--- src/design/shortest_path_relax_engine_macros.svh ---
// Assertion macros used by the shortest path relax engine controller.
`ifndef SHORTEST_PATH_RELAX_ENGINE_MACROS_SVH
`define SHORTEST_PATH_RELAX_ENGINE_MACROS_SVH
`ifndef SYNTHESIS
`define SRPE_CHECK(lbl, clk, rst, prop) \
   lbl: assert property (@(posedge clk) disable iff (rst) prop) \
      else $error("%m: check failed");
`define SRPE_CHECK_NEXT(lbl, clk, rst, ante, cons) \
   `SRPE_CHECK(lbl, clk, rst, (ante) |=> (cons))
`else
`define SRPE_CHECK(lbl, clk, rst, prop)
`define SRPE_CHECK_NEXT(lbl, clk, rst, ante, cons)
`endif
`endif

--- src/design/srpe_pkg.sv ---
// Shared types and constants of the shortest path relax engine.
package srpe_pkg;
   localparam int MAX_NODES  = 256;
   localparam int IDX_BITS   = $clog2(MAX_NODES);
   localparam int COUNT_BITS = 9;
   localparam int COORD_BITS = 12;
   localparam int DIST_BITS  = 32;
   localparam int PRED_BITS  = 9;
   localparam int SQ_BITS    = 2 * COORD_BITS + 1;
   localparam int ROOT_BITS  = COORD_BITS + 1;
   localparam int ROOT_STEPS = COORD_BITS + 1;

   localparam logic [1:0] REQ_LOAD  = 2'd0;
   localparam logic [1:0] REQ_RELAX = 2'd1;
   localparam logic [1:0] REQ_FIND  = 2'd2;
   localparam logic [1:0] REQ_READ  = 2'd3;

   localparam logic [1:0] ST_OPEN   = 2'd1;
   localparam logic [1:0] ST_CLOSED = 2'd2;

   typedef struct packed {
      logic [COORD_BITS-1:0] x;
      logic [COORD_BITS-1:0] y;
      logic [DIST_BITS-1:0]  distance;
      logic [PRED_BITS-1:0]  pred;
      logic [1:0]            state;
   } entry_type;

   typedef enum logic [1:0] {RD_SRC, RD_NB, RD_SCAN} rd_sel_type;
   typedef enum logic [1:0] {WR_NONE, WR_LOAD, WR_NB, WR_CLOSE} wr_op_type;

   typedef struct packed {
      logic       latch_req;
      logic       rd_en;
      rd_sel_type rd_sel;
      wr_op_type  wr_op;
      logic       cap_src;
      logic       cap_nb;
      logic       calc_sq;
      logic       root_start;
      logic       calc_cand;
      logic       do_update;
      logic       read_out;
      logic       fix_self;
      logic       scan_inc;
      logic       find_done;
      logic       rsp_load;
   } cmd_type;

   typedef struct packed {
      logic nb_valid;
      logic last_edge;
      logic root_done;
      logic scan_end;
      logic scan_hit;
   } status_type;
endpackage

--- src/design/srpe_ctrl.sv ---
// Controller state machine: sequences each transaction over the datapath.
`include "shortest_path_relax_engine_macros.svh"
module srpe_ctrl
   import srpe_pkg::*;
(
   input  logic       clock,
   input  logic       reset,
   input  logic       req_valid,
   output logic       req_ready,
   input  logic [1:0] req_type,
   output logic       rsp_valid,
   input  logic       rsp_ready,
   input  status_type status,
   output cmd_type    cmd
);
   typedef enum logic [4:0] {
      S_IDLE, S_LOAD, S_READ_RD, S_READ_OUT, S_REL_SRC, S_REL_NB, S_REL_DIFF,
      S_REL_SQ, S_REL_SUM, S_ROOT, S_ADD, S_UPD, S_CLS_RD, S_CLS_WR,
      S_FIND_CHK, S_FIND_TST, S_RESP
   } state_type;

   state_type state_ff, state_in;
   logic rsp_valid_ff, rsp_valid_in;
   logic accept;

   assign accept = req_valid && state_ff == S_IDLE;

   always_comb begin
      cmd          = '0;
      cmd.rd_sel   = RD_SRC;
      cmd.wr_op    = WR_NONE;
      state_in     = state_ff;
      rsp_valid_in = rsp_valid_ff && !rsp_ready;
      case (state_ff)
         S_IDLE: begin
            if (accept) begin
               cmd.latch_req = 1'b1;
               case (req_type)
                  REQ_LOAD:  state_in = S_LOAD;
                  REQ_RELAX: state_in = S_REL_SRC;
                  REQ_FIND:  state_in = S_FIND_CHK;
                  REQ_READ:  state_in = S_READ_RD;
                  default:   state_in = S_IDLE;
               endcase
            end
         end
         S_LOAD: begin
            cmd.wr_op = WR_LOAD;
            state_in  = S_RESP;
         end
         S_READ_RD: begin
            cmd.rd_en = 1'b1;
            state_in  = S_READ_OUT;
         end
         S_READ_OUT: begin
            cmd.read_out = 1'b1;
            state_in     = S_RESP;
         end
         S_REL_SRC: begin
            cmd.rd_en = 1'b1;
            state_in  = status.nb_valid ? S_REL_NB : S_CLS_WR;
         end
         S_REL_NB: begin
            cmd.rd_en   = 1'b1;
            cmd.rd_sel  = RD_NB;
            cmd.cap_src = 1'b1;
            state_in    = S_REL_DIFF;
         end
         S_REL_DIFF: begin
            cmd.cap_nb = 1'b1;
            state_in   = S_REL_SQ;
         end
         S_REL_SQ: begin
            cmd.calc_sq = 1'b1;
            state_in    = S_REL_SUM;
         end
         S_REL_SUM: begin
            cmd.root_start = 1'b1;
            state_in       = S_ROOT;
         end
         S_ROOT: begin
            if (status.root_done) begin
               state_in = S_ADD;
            end
         end
         S_ADD: begin
            cmd.calc_cand = 1'b1;
            state_in      = S_UPD;
         end
         S_UPD: begin
            cmd.do_update = 1'b1;
            cmd.wr_op     = WR_NB;
            state_in      = status.last_edge ? S_CLS_RD : S_RESP;
         end
         S_CLS_RD: begin
            // Reread the source: a self-edge may have just rewritten it.
            cmd.rd_en = 1'b1;
            state_in  = S_CLS_WR;
         end
         S_CLS_WR: begin
            cmd.wr_op    = WR_CLOSE;
            cmd.fix_self = 1'b1;
            state_in     = S_RESP;
         end
         S_FIND_CHK: begin
            if (status.scan_end) begin
               cmd.find_done = 1'b1;
               state_in      = S_RESP;
            end else begin
               cmd.rd_en  = 1'b1;
               cmd.rd_sel = RD_SCAN;
               state_in   = S_FIND_TST;
            end
         end
         S_FIND_TST: begin
            if (status.scan_hit) begin
               cmd.find_done = 1'b1;
               state_in      = S_RESP;
            end else begin
               cmd.scan_inc = 1'b1;
               state_in     = S_FIND_CHK;
            end
         end
         S_RESP: begin
            if (!rsp_valid_ff || rsp_ready) begin
               cmd.rsp_load = 1'b1;
               rsp_valid_in = 1'b1;
               state_in     = S_IDLE;
            end
         end
         default: state_in = S_IDLE;
      endcase
   end

   always_ff @(posedge clock) begin
      if (reset) begin
         state_ff     <= S_IDLE;
         rsp_valid_ff <= 1'b0;
      end else begin
         state_ff     <= state_in;
         rsp_valid_ff <= rsp_valid_in;
      end
   end

   assign req_ready = state_ff == S_IDLE;
   assign rsp_valid = rsp_valid_ff;

   `SRPE_CHECK_NEXT(a_busy_after_accept, clock, reset, req_valid && req_ready, !req_ready)
   `SRPE_CHECK(a_no_overwrite, clock, reset, cmd.rsp_load |-> (!rsp_valid_ff || rsp_ready))
   `SRPE_CHECK_NEXT(a_root_to_add, clock, reset, state_ff == S_ROOT && status.root_done, state_ff == S_ADD)
endmodule

--- config.mk ---
export PLATFORM = sky130hd
export DESIGN_NAME = srpe_ctrl
export DESIGN_NICKNAME = d
export VERILOG_FILES = /design/src/design/srpe_pkg.sv /design/src/design/srpe_ctrl.sv
export VERILOG_INCLUDE_DIRS = /design/src /design/src/design
export SDC_FILE = /design/constraint.sdc
export NUM_CORES = 1
export LEC_CHECK = 0
export BUFFER_PORTS_ARGS = -buffer_cell sky130_fd_sc_hd__buf_2
export CAP_MARGIN = 20
export CORE_MARGIN = 4
export CORE_UTILIZATION = 40
export DETAILED_ROUTE_END_ITERATION = 10
export GPL_TIMING_DRIVEN = 0
export MAX_ROUTING_LAYER = met4
export PLACE_DENSITY = 0.7
export SYNTH_ARGS = -nofsm -noshare
export SYNTH_HDL_FRONTEND = slang
export SYNTH_SLANG_ARGS = --single-unit
--- constraint.sdc ---
create_clock -name clock -period 1.8 [get_ports clock]
set_clock_uncertainty 0.1 [all_clocks]
set_input_delay 0.36 -clock clock [delete_from_list [all_inputs] [get_ports clock]]
set_output_delay 0.36 -clock clock [all_outputs]
set_load 0.05 [all_outputs]
==> results.cfg, run 1 <==
[synth]
synthTopCellsByArea = dfxtp_1 17%, a21oi_1 6.5%, nor2_1 6.0%
synth-seq-area-share_pct = 17.3
synth.largest_area_cell = dfxtp_1
syn_area_um2 = 693
synth_cells = 99
ys_seq_elements = 6
synth.distinct_cells = 39
syn_nets = 113
yosysWarnings = 0
syn_avg_cell_area_um2 = 7.00
netlist.area_leader.share_pct = 17.3

[cts]
hold_buffers = 0
insertion_delay_ps = 250
clockRootBuffer = clkbuf_4
clk_pin_slew_ps = 50
cts_htree_levels = 1
clock-sinks = 6
cts_buffer_depth = 2
numCtsBuffers = 3
cts_tree = yes

[die]
fp.coreArea_um2 = 1580
io_pins = 30
start_util_pct = 44.0
rows = 14
fp.dieArea_um2 = 2460
die_w_um = 49.6
dieHeight_um = 49.6

[power_and_ir_drop]
cellPowerDensity_nw_per_um2 = 2050
p_seq_share_pct = 11.7
total_power_uw = 2770
combPwrFrac_pct = 83.5
switching_share_pct = 53.8
p_sw_uw = 1490
intPower_uw = 1280
ir_drop_mv = 1.43
clockPowerShare_pct = 4.8
power.leakage_uw = 0.000637

[drt]
vias_per_cell = 6.36
drcViolationCount = 0
vias = 1036
drt_first_iter_violations = 56
dr.pass1.iters = 4
routed_wl_um = 3410
ant_nets = 0
wl_per_cell_um = 20.9

[critical_path]
cp_max_fo = 5
cp.arrival_ps = 1570
cp-end-kind = primary output
r2r_slack_ps = 60
worstPathRequired_ps = 1340
reg2reg_to = state_ff[2]
crit_path_end = cmd[15]
startpoint_type = flip-flop
startpoint = state_ff[1]
reg2reg_depth = 5
timing_worst_setup_path_type = reg -> out
critical_path.reg2reg.startpoint = state_ff[4]

[sta]
rsz0062_at_grt = true
hold_viol = 0
slew_headroom_pct = 71.5
setup_ws_ps = -227
holdWs_ps = 213
tns_ps = -707
final-setup-viol-count = 9
fin_crit_ps = 2030
worst_pin_slew_ps = 424
finalCritPeriodShare_pct = 113
maxClockFrequency_mhz = 493
maxSlewViolCount = 0

[cells_and_area]
drive_gt1_share_pct = 63.3
final_nets = 163
final_cells = 163
final_common_cell = buf_4
area_growth_syn_to_layout_pct = 95.5
final_util_pct = 86.0
diodes = 0
layout_common_cells = 20 x buf_4, 16 x buf_6, 11 x buf_2

[placed_design]
gp_congestion = 0.849
placed_cells = 144
dp_hpwl_um = 1570
portBuffers = 29

[run_status]
outcome = finished, violations left
violations = setup timing

[grt]
grt_pass1_vias = 817
grt.overflow.total = 0
grt_pass1_wl_um = 3790
grt.total_usage_pct = 19.7
antenna_found_initial = 0
grt_max_degree = 12

[hold_path]
hold_class = in -> reg

[flow_run]
maxCapViolCount = 0
==> power by group through the flow <==
stage | Clock, uW | Combinational [uW] | Sequential, uW
6_report | 132 | 2320 | 325
3_3_place_gp | 0 | 1530 | 244
4_1_cts | 123 | 1990 | 300
2_1_floorplan | 0 | 1260 | 245
3_5_place_dp | 0 | 1530 | 246
5_1_grt | 143 | 2410 | 329
==> repair_timing <==
| action | 4_1_cts | 5_1_grt |
|---|---|---|
| pin swaps | 6 | 6 |
| cloned | 0 | 2 |
| buffers inserted | 12 | 4 |
| endpoints found under the setup margin | 18 | 18 |
| gates resized for setup | 54 | 20 |
==> state kept, by name, indices dropped and copies added (netlist names) <==
signal	count
rsp_valid	1
state_ff	5
==> cell families (layout without fill, tap and decap cells) <==
group | Yosys count | in the layout | share of synthesized area (%)
adders and majority gates | 3 | 3 | 5.42
DFF | 6 | 6 | 17.3
muxes | 1 | 1 | 1.62
buffers and inverters | 15 | 63 | 10.1
AOI/OAI and AO/OA | 26 | 26 | 24.5
and+or+nand+nor | 48 | 48 | 41.0
==> worst min path at each step <==
stage | from | to | slack (ps) | cells after the start
floorplan | reset | state_ff[0] | 330 | 1
global placement | reset | state_ff[0] | 470 | 2
detailed placement | reset | state_ff[0] | 470 | 2
CTS | reset | state_ff[0] | 210 | 2
global route | reset | state_ff[0] | 220 | 2
finish | reset | state_ff[4] | 210 | 2
==> cell usage after synthesis (all sizes together) <==
master and instances:
o22ai 1, dfxtp 6, o21bai 1, buf 6, nor4 4, a211o 1
nand2b 3, ha 3, or4 1, o21ba 1, a21oi 9, or2 1
a211oi 3, and2b 1, nand3b 2, nand3 3, o21a 1, mux2 1
a32oi 1, nand4 1, o211a 1, nor2 11, nand2 8, or3b 1
o21ai 3, and2 2, a221o 1, nor3 8, inv 7, a31oi 3
clkbuf 2, nor2b 2
==> area by class of cell <==
| type | instances | area (um2) |
|---|---|---|
| Timing Repair Buffer | 47 | 420 |
| Clock buffer | 3 | 22.5 |
| Tap cell | 16 | 20.0 |
| Fill cell | 80 | 221 |
| Buffer | 6 | 80.1 |
| Inverter | 7 | 26.3 |
| Sequential cell | 6 | 136 |
| Multi-Input combinational cell | 78 | 649 |
==> per-stage QoR <==
stage          area, um2  setup slack (ps)
2_1_floorplan        786              -156
3_3_place_gp         951              -215
3_5_place_dp         951              -225
4_1_cts             1210              -177
5_1_grt             1360              -296
6_report            1360              -227
==> metal layers <==
layer  part of all wire [%]  GRT usage (%)  vias up  wire length [um]
met1                     39           25.9      491              1320
met3                     11           2.71        8               389
met4                    2.4           2.76        0                82
met2                     47           32.6       83              1620
li1                       -              -      454                 -
met5                      0              -        -                 0
==> critical path, stage by stage (launching register included) <==
cell and delay [ps]:
dfxtp_2 340, buf_6 120, or3b_4 390, a21oi_2 130
a31oi_1 60, nor2_2 110, buf_6 170
Power figures use the tool's default switching activity.
==> run 2: changes to the inputs <==
- SETUP_SLACK_MARGIN: unset -> 0.5
==> results.cfg, run 2 <==
[placed_design]
placed_cells = 144
gp_congestion = 0.874
dp_hpwl_um = 1620
portBuffers = 29

[synth]
synth_cells = 99
synth.largest_area_cell = dfxtp_1
yosysMostFrequentCell = nor2_1
synthTopCellsByArea = dfxtp_1 17%, a21oi_1 6.5%, nor2_1 6.0%
syn_avg_cell_area_um2 = 7.00
async_flop_share_pct = 0
synth.distinct_cells = 39
synthFlopType = dfxtp_1
synth-edff-count = 0
syn_area_um2 = 693
synth-seq-area-share_pct = 17.3
ys_top_cells_by_count = 11 x nor2_1, 9 x a21oi_1, 8 x nand2_1, 7 x inv_1, 7 x nor3_1
syn_nets = 113
ys_seq_elements = 6
netlist.area_leader.share_pct = 17.3
yosysWarnings = 0

[cts]
hold_buffers = 0
clock-sinks = 6
clockRootBuffer = clkbuf_4
cts_buffer_depth = 2
cts_htree_levels = 1
numCtsBuffers = 3
cts-resized-gates = 61
post_cts_buffers = 28

[die]
start_util_pct = 44.0
die_w_um = 49.6
dieHeight_um = 49.6
rows = 14
io_pins = 30

[run_status]
stop_stage = clock tree synthesis
tool.error = [ERROR DPL-0033] detailed placement checks failed during check placement.
outcome = stopped before the end
-- run 2: per-stage QoR --
stage / setup WS (ps) / setup TNS, ps / utilization (%) / instance area [um2]
after floorplan: 22.5 / 0 / - / 912
after global placement: -87.4 / -152 / 68.3 / 1080
after detailed placement: -94.0 / -203 / 68.3 / 1080
-- run 2: logic make-up after synthesis --
kind of cell             count (synthesis)  synth area share, %
buffers and inverters                   15                 10.1
multiplexers                             1                 1.62
adder cells (fa/ha/maj)                  3                 5.42
flip-flops                               6                 17.3
AND/OR/NAND/NOR                         48                 41.0
AO/OA/AOI/OAI                           26                 24.5
==> run 3: changes to the inputs <==
- CORE_AREA: unset -> 4 4 65 67
- CORE_MARGIN: 4 -> unset
- CORE_UTILIZATION: 40 -> unset
- DIE_AREA: unset -> 0 0 69 71
- MAX_ROUTING_LAYER: met4 -> unset
- PLACE_DENSITY: 0.7 -> unset
- PLACE_DENSITY_LB_ADDON: unset -> 0.15
- SETUP_SLACK_MARGIN: 0.5 -> unset
==> results.cfg, run 3 (same netlist as run 1, synthesis figures left out) <==
[die]
dieHeight_um = 71
rows = 22
fp.coreArea_um2 = 3630
die_w_um = 69
io_pins = 30
fp.dieArea_um2 = 4900
start_util_pct = 19.1

[flow_run]
maxCapViolCount = 0

[power_and_ir_drop]
p_sw_uw = 1320
power.leakage_uw = 0.000599
p_seq_share_pct = 12.0
total_power_uw = 2570
ir_drop_mv = 0.381
combPwrFrac_pct = 80.2
cellPowerDensity_nw_per_um2 = 1950
clockPowerShare_pct = 7.8
switching_share_pct = 51.5
intPower_uw = 1240

[critical_path]
crit_path_cell_trace = buf_4, nor4_4, and2b_4, and2_4, buf_8
crit_path_end = cmd[16]
startpoint_type = flip-flop
cp_max_fo = 4
cp_top_family = simple AND/OR/NAND/NOR gates
timing_worst_setup_path_type = reg -> out
critical_path_depth = 5
critical_path.reg2reg.startpoint = state_ff[1]
reg2reg_depth = 5
startpoint = state_ff[1]
r2r_slack_ps = 200
cp.arrival_ps = 1490
cp_slowest_stage_delay_ps = 320
worst_path_max_delay_cell = dfxtp_2
critPathBufInv = 2
reg2reg_to = state_ff[2]
worstPathRequired_ps = 1340
cp-end-kind = primary output

[run_status]
outcome = finished, violations left
violations = setup timing

[sta]
slew_headroom_pct = 79.1
rsz0062_at_grt = true
fin_crit_ps = 1950
maxSlewViolCount = 0
final-setup-viol-count = 5
hold_viol = 0
maxClockFrequency_mhz = 514
finalCritPeriodShare_pct = 108
setup_ws_ps = -146
worst_pin_slew_ps = 313

[cts]
clockRootBuffer = clkbuf_8
numCtsBuffers = 3
cts_buffer_depth = 2
clock-sinks = 6
cts_tree = yes
insertion_delay_ps = 220
clk_pin_slew_ps = 40
cts_htree_levels = 1
hold_buffers = 0

[cells_and_area]
final_common_cell = buf_4
area_growth_syn_to_layout_pct = 89.7
top_register = state_ff
final_nets = 158
drive_gt1_share_pct = 60.6
layout_common_cells = 19 x buf_4, 12 x buf_6, 12 x buf_2
fin_area_um2 = 1320
diodes = 0
largest_reg_flops = 5

[grt]
grt_max_degree = 11
grt.overflow.total = 0
antenna_found_initial = 0
grt_pass1_wl_um = 3970
grt_pass1_vias = 845
grt.total_usage_pct = 9.84

[placed_design]
dp_hpwl_um = 1820
portBuffers = 29
gp_congestion = 0.739
dpl_cell_area_um2 = 991

[drt]
ant_nets = 0
wl_per_cell_um = 12.8
vias = 872
vias_per_cell = 4.59
dr.pass1.iters = 4
routed_wl_um = 2440
drcViolationCount = 0
drt_first_iter_violations = 17

[hold_path]
hold_class = in -> reg
run 3: metrics by stage:
step                util, %  setup TNS, ps  hold WS, ps  setup WS, ps  cells
floorplan                 -           -564          329          -156     99
global placement       27.3          -1090          481          -245    176
detailed placement     27.3          -1160          479          -246    176
CTS                    34.6           -263          236          -199    187
global route           36.2           -756          258          -211    190
finish                 36.2           -431          242          -146    190
run 3: repair_timing:
action | 4_1_cts | 5_1_grt
buffers inserted | 9 | 3
gates resized for setup | 54 | 10
pin swaps | 5 | 7
setup endpoints to repair | 18 | 17
run 3: final cells by class:
| type | count | area [um2] |
|---|---|---|
| Fill cell | 395 | 2320 |
| Multi-Input combinational cell | 78 | 653 |
| Timing Repair Buffer | 41 | 329 |
| Sequential cell | 6 | 130 |
| Buffer | 7 | 75.1 |
| Tap cell | 48 | 60.1 |
| Clock buffer | 3 | 41.3 |
| Inverter | 7 | 26.3 |
run 3: worst min path at each step:
| stage | start | to | slack [ps] | cells after the start |
|---|---|---|---|---|
| 6_report | reset | state_ff[0] | 240 | 2 |
| 5_1_grt | reset | state_ff[0] | 260 | 2 |
| 4_1_cts | reset | state_ff[0] | 240 | 2 |
| 3_5_place_dp | reset | state_ff[0] | 480 | 2 |
| 3_3_place_gp | reset | state_ff[0] | 480 | 2 |
| 2_1_floorplan | reset | state_ff[0] | 330 | 1 |
run 3: metal layers:
layer / wire length (um) / global-route usage (%) / vias to the layer above
li1: - / - / 441
met1: 1120 / 11.8 / 404
met2: 1200 / 17.6 / 20
met3: 73 / 1.28 / 7
met4: 51 / 4.12 / 0
met5: 0 / 0 / -
run 3: power groups by stage:
| stage | logic [uW] | registers [uW] | clock network (uW) |
|---|---|---|---|
| finish | 2060 | 308 | 200 |
| global route | 2190 | 309 | 217 |
| detailed placement | 1550 | 249 | 0 |
| global placement | 1560 | 246 | 0 |
| floorplan | 1260 | 245 | 0 |
| CTS | 1960 | 307 | 203 |
==> run 4: changes to the inputs <==
- REMOVE_ABC_BUFFERS: unset -> 1
==> results.cfg, run 4 (same netlist as run 1, synthesis figures left out) <==
[cts]
cts_buffer_depth = 2
clock-sinks = 6
insertion_delay_ps = 220
cts_tree = yes
hold_buffers = 0
clk_pin_slew_ps = 40
cts_htree_levels = 1
clockRootBuffer = clkbuf_8
numCtsBuffers = 3

[cells_and_area]
nFillCells = 393
drive_gt1_share_pct = 54.4
final_cells = 195
largest_reg_flops = 5
final_nets = 163
final_common_cell = buf_4
diodes = 0
top_register = state_ff
area_growth_syn_to_layout_pct = 81.2
layout_common_cells = 28 x buf_4, 12 x buf_2, 11 x buf_6

[sta]
hold_viol = 0
setup_ws_ps = -129
finalCritPeriodShare_pct = 107
maxClockFrequency_mhz = 518
fin_crit_ps = 1930
final-setup-viol-count = 5
slew_headroom_pct = 81.2
rsz0062_at_grt = true
worst_pin_slew_ps = 280
maxSlewViolCount = 0

[critical_path]
startpoint_type = flip-flop
cp_slowest_stage_delay_ps = 390
critPathBufInv = 1
timing_worst_setup_path_type = reg -> out
crit_path_cell_trace = or3b_1, a21oi_1, a31oi_1, nor2_1, buf_6
worst_path_max_delay_cell = dfxtp_4
cp.arrival_ps = 1470
worstPathRequired_ps = 1340
cp_top_family = simple AND/OR/NAND/NOR gates
cp_max_fo = 7
cp-end-kind = primary output

[power_and_ir_drop]
power.leakage_uw = 0.000610
ir_drop_mv = 1.56
cellPowerDensity_nw_per_um2 = 2060
total_power_uw = 2590

[flow_run]
maxCapViolCount = 0

[die]
fp.coreArea_um2 = 3630
io_pins = 30
rows = 22
die_w_um = 69
fp.dieArea_um2 = 4900
start_util_pct = 19.1
dieHeight_um = 71

[drt]
drt_first_iter_violations = 59
drcViolationCount = 0
dr.pass1.iters = 4
vias_per_cell = 4.66
routed_wl_um = 2610
vias = 909
wl_per_cell_um = 13.4
ant_nets = 0

[placed_design]
gp_congestion = 0.732
portBuffers = 29
dp_hpwl_um = 1620
placed_cells = 168

[grt]
grt.total_usage_pct = 10.2
grt_pass1_wl_um = 4330
antenna_found_initial = 0
grt.overflow.total = 0
grt_pass1_vias = 946
grt_max_degree = 19

[hold_path]
hold_class = in -> reg

[run_status]
violations = setup timing
outcome = finished, violations left
[run 4: cell types whose count changed in the layout (fill, tap and decap cells not counted), sizes merged]
cell,delta
buf,+7
clkbuf,-2
[run 4: worst paths after layout]
| kind | depth (start not counted) | slack [ps] | from | to |
|---|---|---|---|---|
| worst max register to register | 8 | 90 | state_ff[0] | state_ff[2] |
| worst max-delay path | 5 | -130 | state_ff[1] | cmd[15] |
| worst min register to register | 2 | 540 | state_ff[4] | state_ff[4] |
| worst min-delay path | 2 | 240 | reset | state_ff[0] |
[run 4: routing by layer]
metal | routed length (um) | up-vias | part of all wire [%] | global-route usage, %
met5 | 0 | - | 0 | 0
met4 | 0 | 0 | 0 | 1.95
met3 | 136 | 0 | 5.2 | 2.70
met2 | 1290 | 25 | 49 | 17.6
met1 | 1190 | 432 | 45 | 13.0
li1 | - | 452 | - | -
[run 4: area by class of cell]
class                           count  area (um2)  area share (%)
Multi-Input combinational cell     78         561            44.6
Timing Repair Buffer               53         429            34.2
Sequential cell                     6         139            11.1
Tap cell                           48        60.1            4.78
Clock buffer                        3        41.3            3.29
Inverter                            7        26.3            2.09
[run 4: worst register-to-register path, cell delays in order, from the launching register on]
cell and delay [ps]:
dfxtp_4 380, buf_6 120, nor4_4 40, buf_4 140
buf_4 120, buf_4 130, a211oi_1 300, nand2_1 100
o21ba_1 220
[run 4: timing repair]
| item | 4_1_cts | 5_1_grt |
|---|---|---|
| buffers inserted | 19 | 5 |
| pin swaps | 7 | 3 |
| setup endpoints to repair | 21 | 17 |
| resized for setup | 36 | 24 |
[run 4: report_power, final]
group	switching (uW)	internal (uW)	leakage, uW
combinational	1100	945	0.000535
sequential	132	215	0.0000526
clock	59.5	144	0.0000216
total	1290	1300	0.000610
[run 4: per-stage QoR]
step / hold WS (ps) / util (%) / cell area (um2) / setup TNS (ps) / setup WS, ps
final: 243 / 34.6 / 1260 / -321 / -129
after global routing: 248 / 34.6 / 1260 / -966 / -186
after CTS: 242 / 31.6 / 1150 / -294 / -131
after detailed placement: 477 / 23.5 / 855 / -2860 / -401
after global placement: 479 / 23.5 / 855 / -3260 / -408
after floorplan: 329 / - / 649 / -7070 / -979
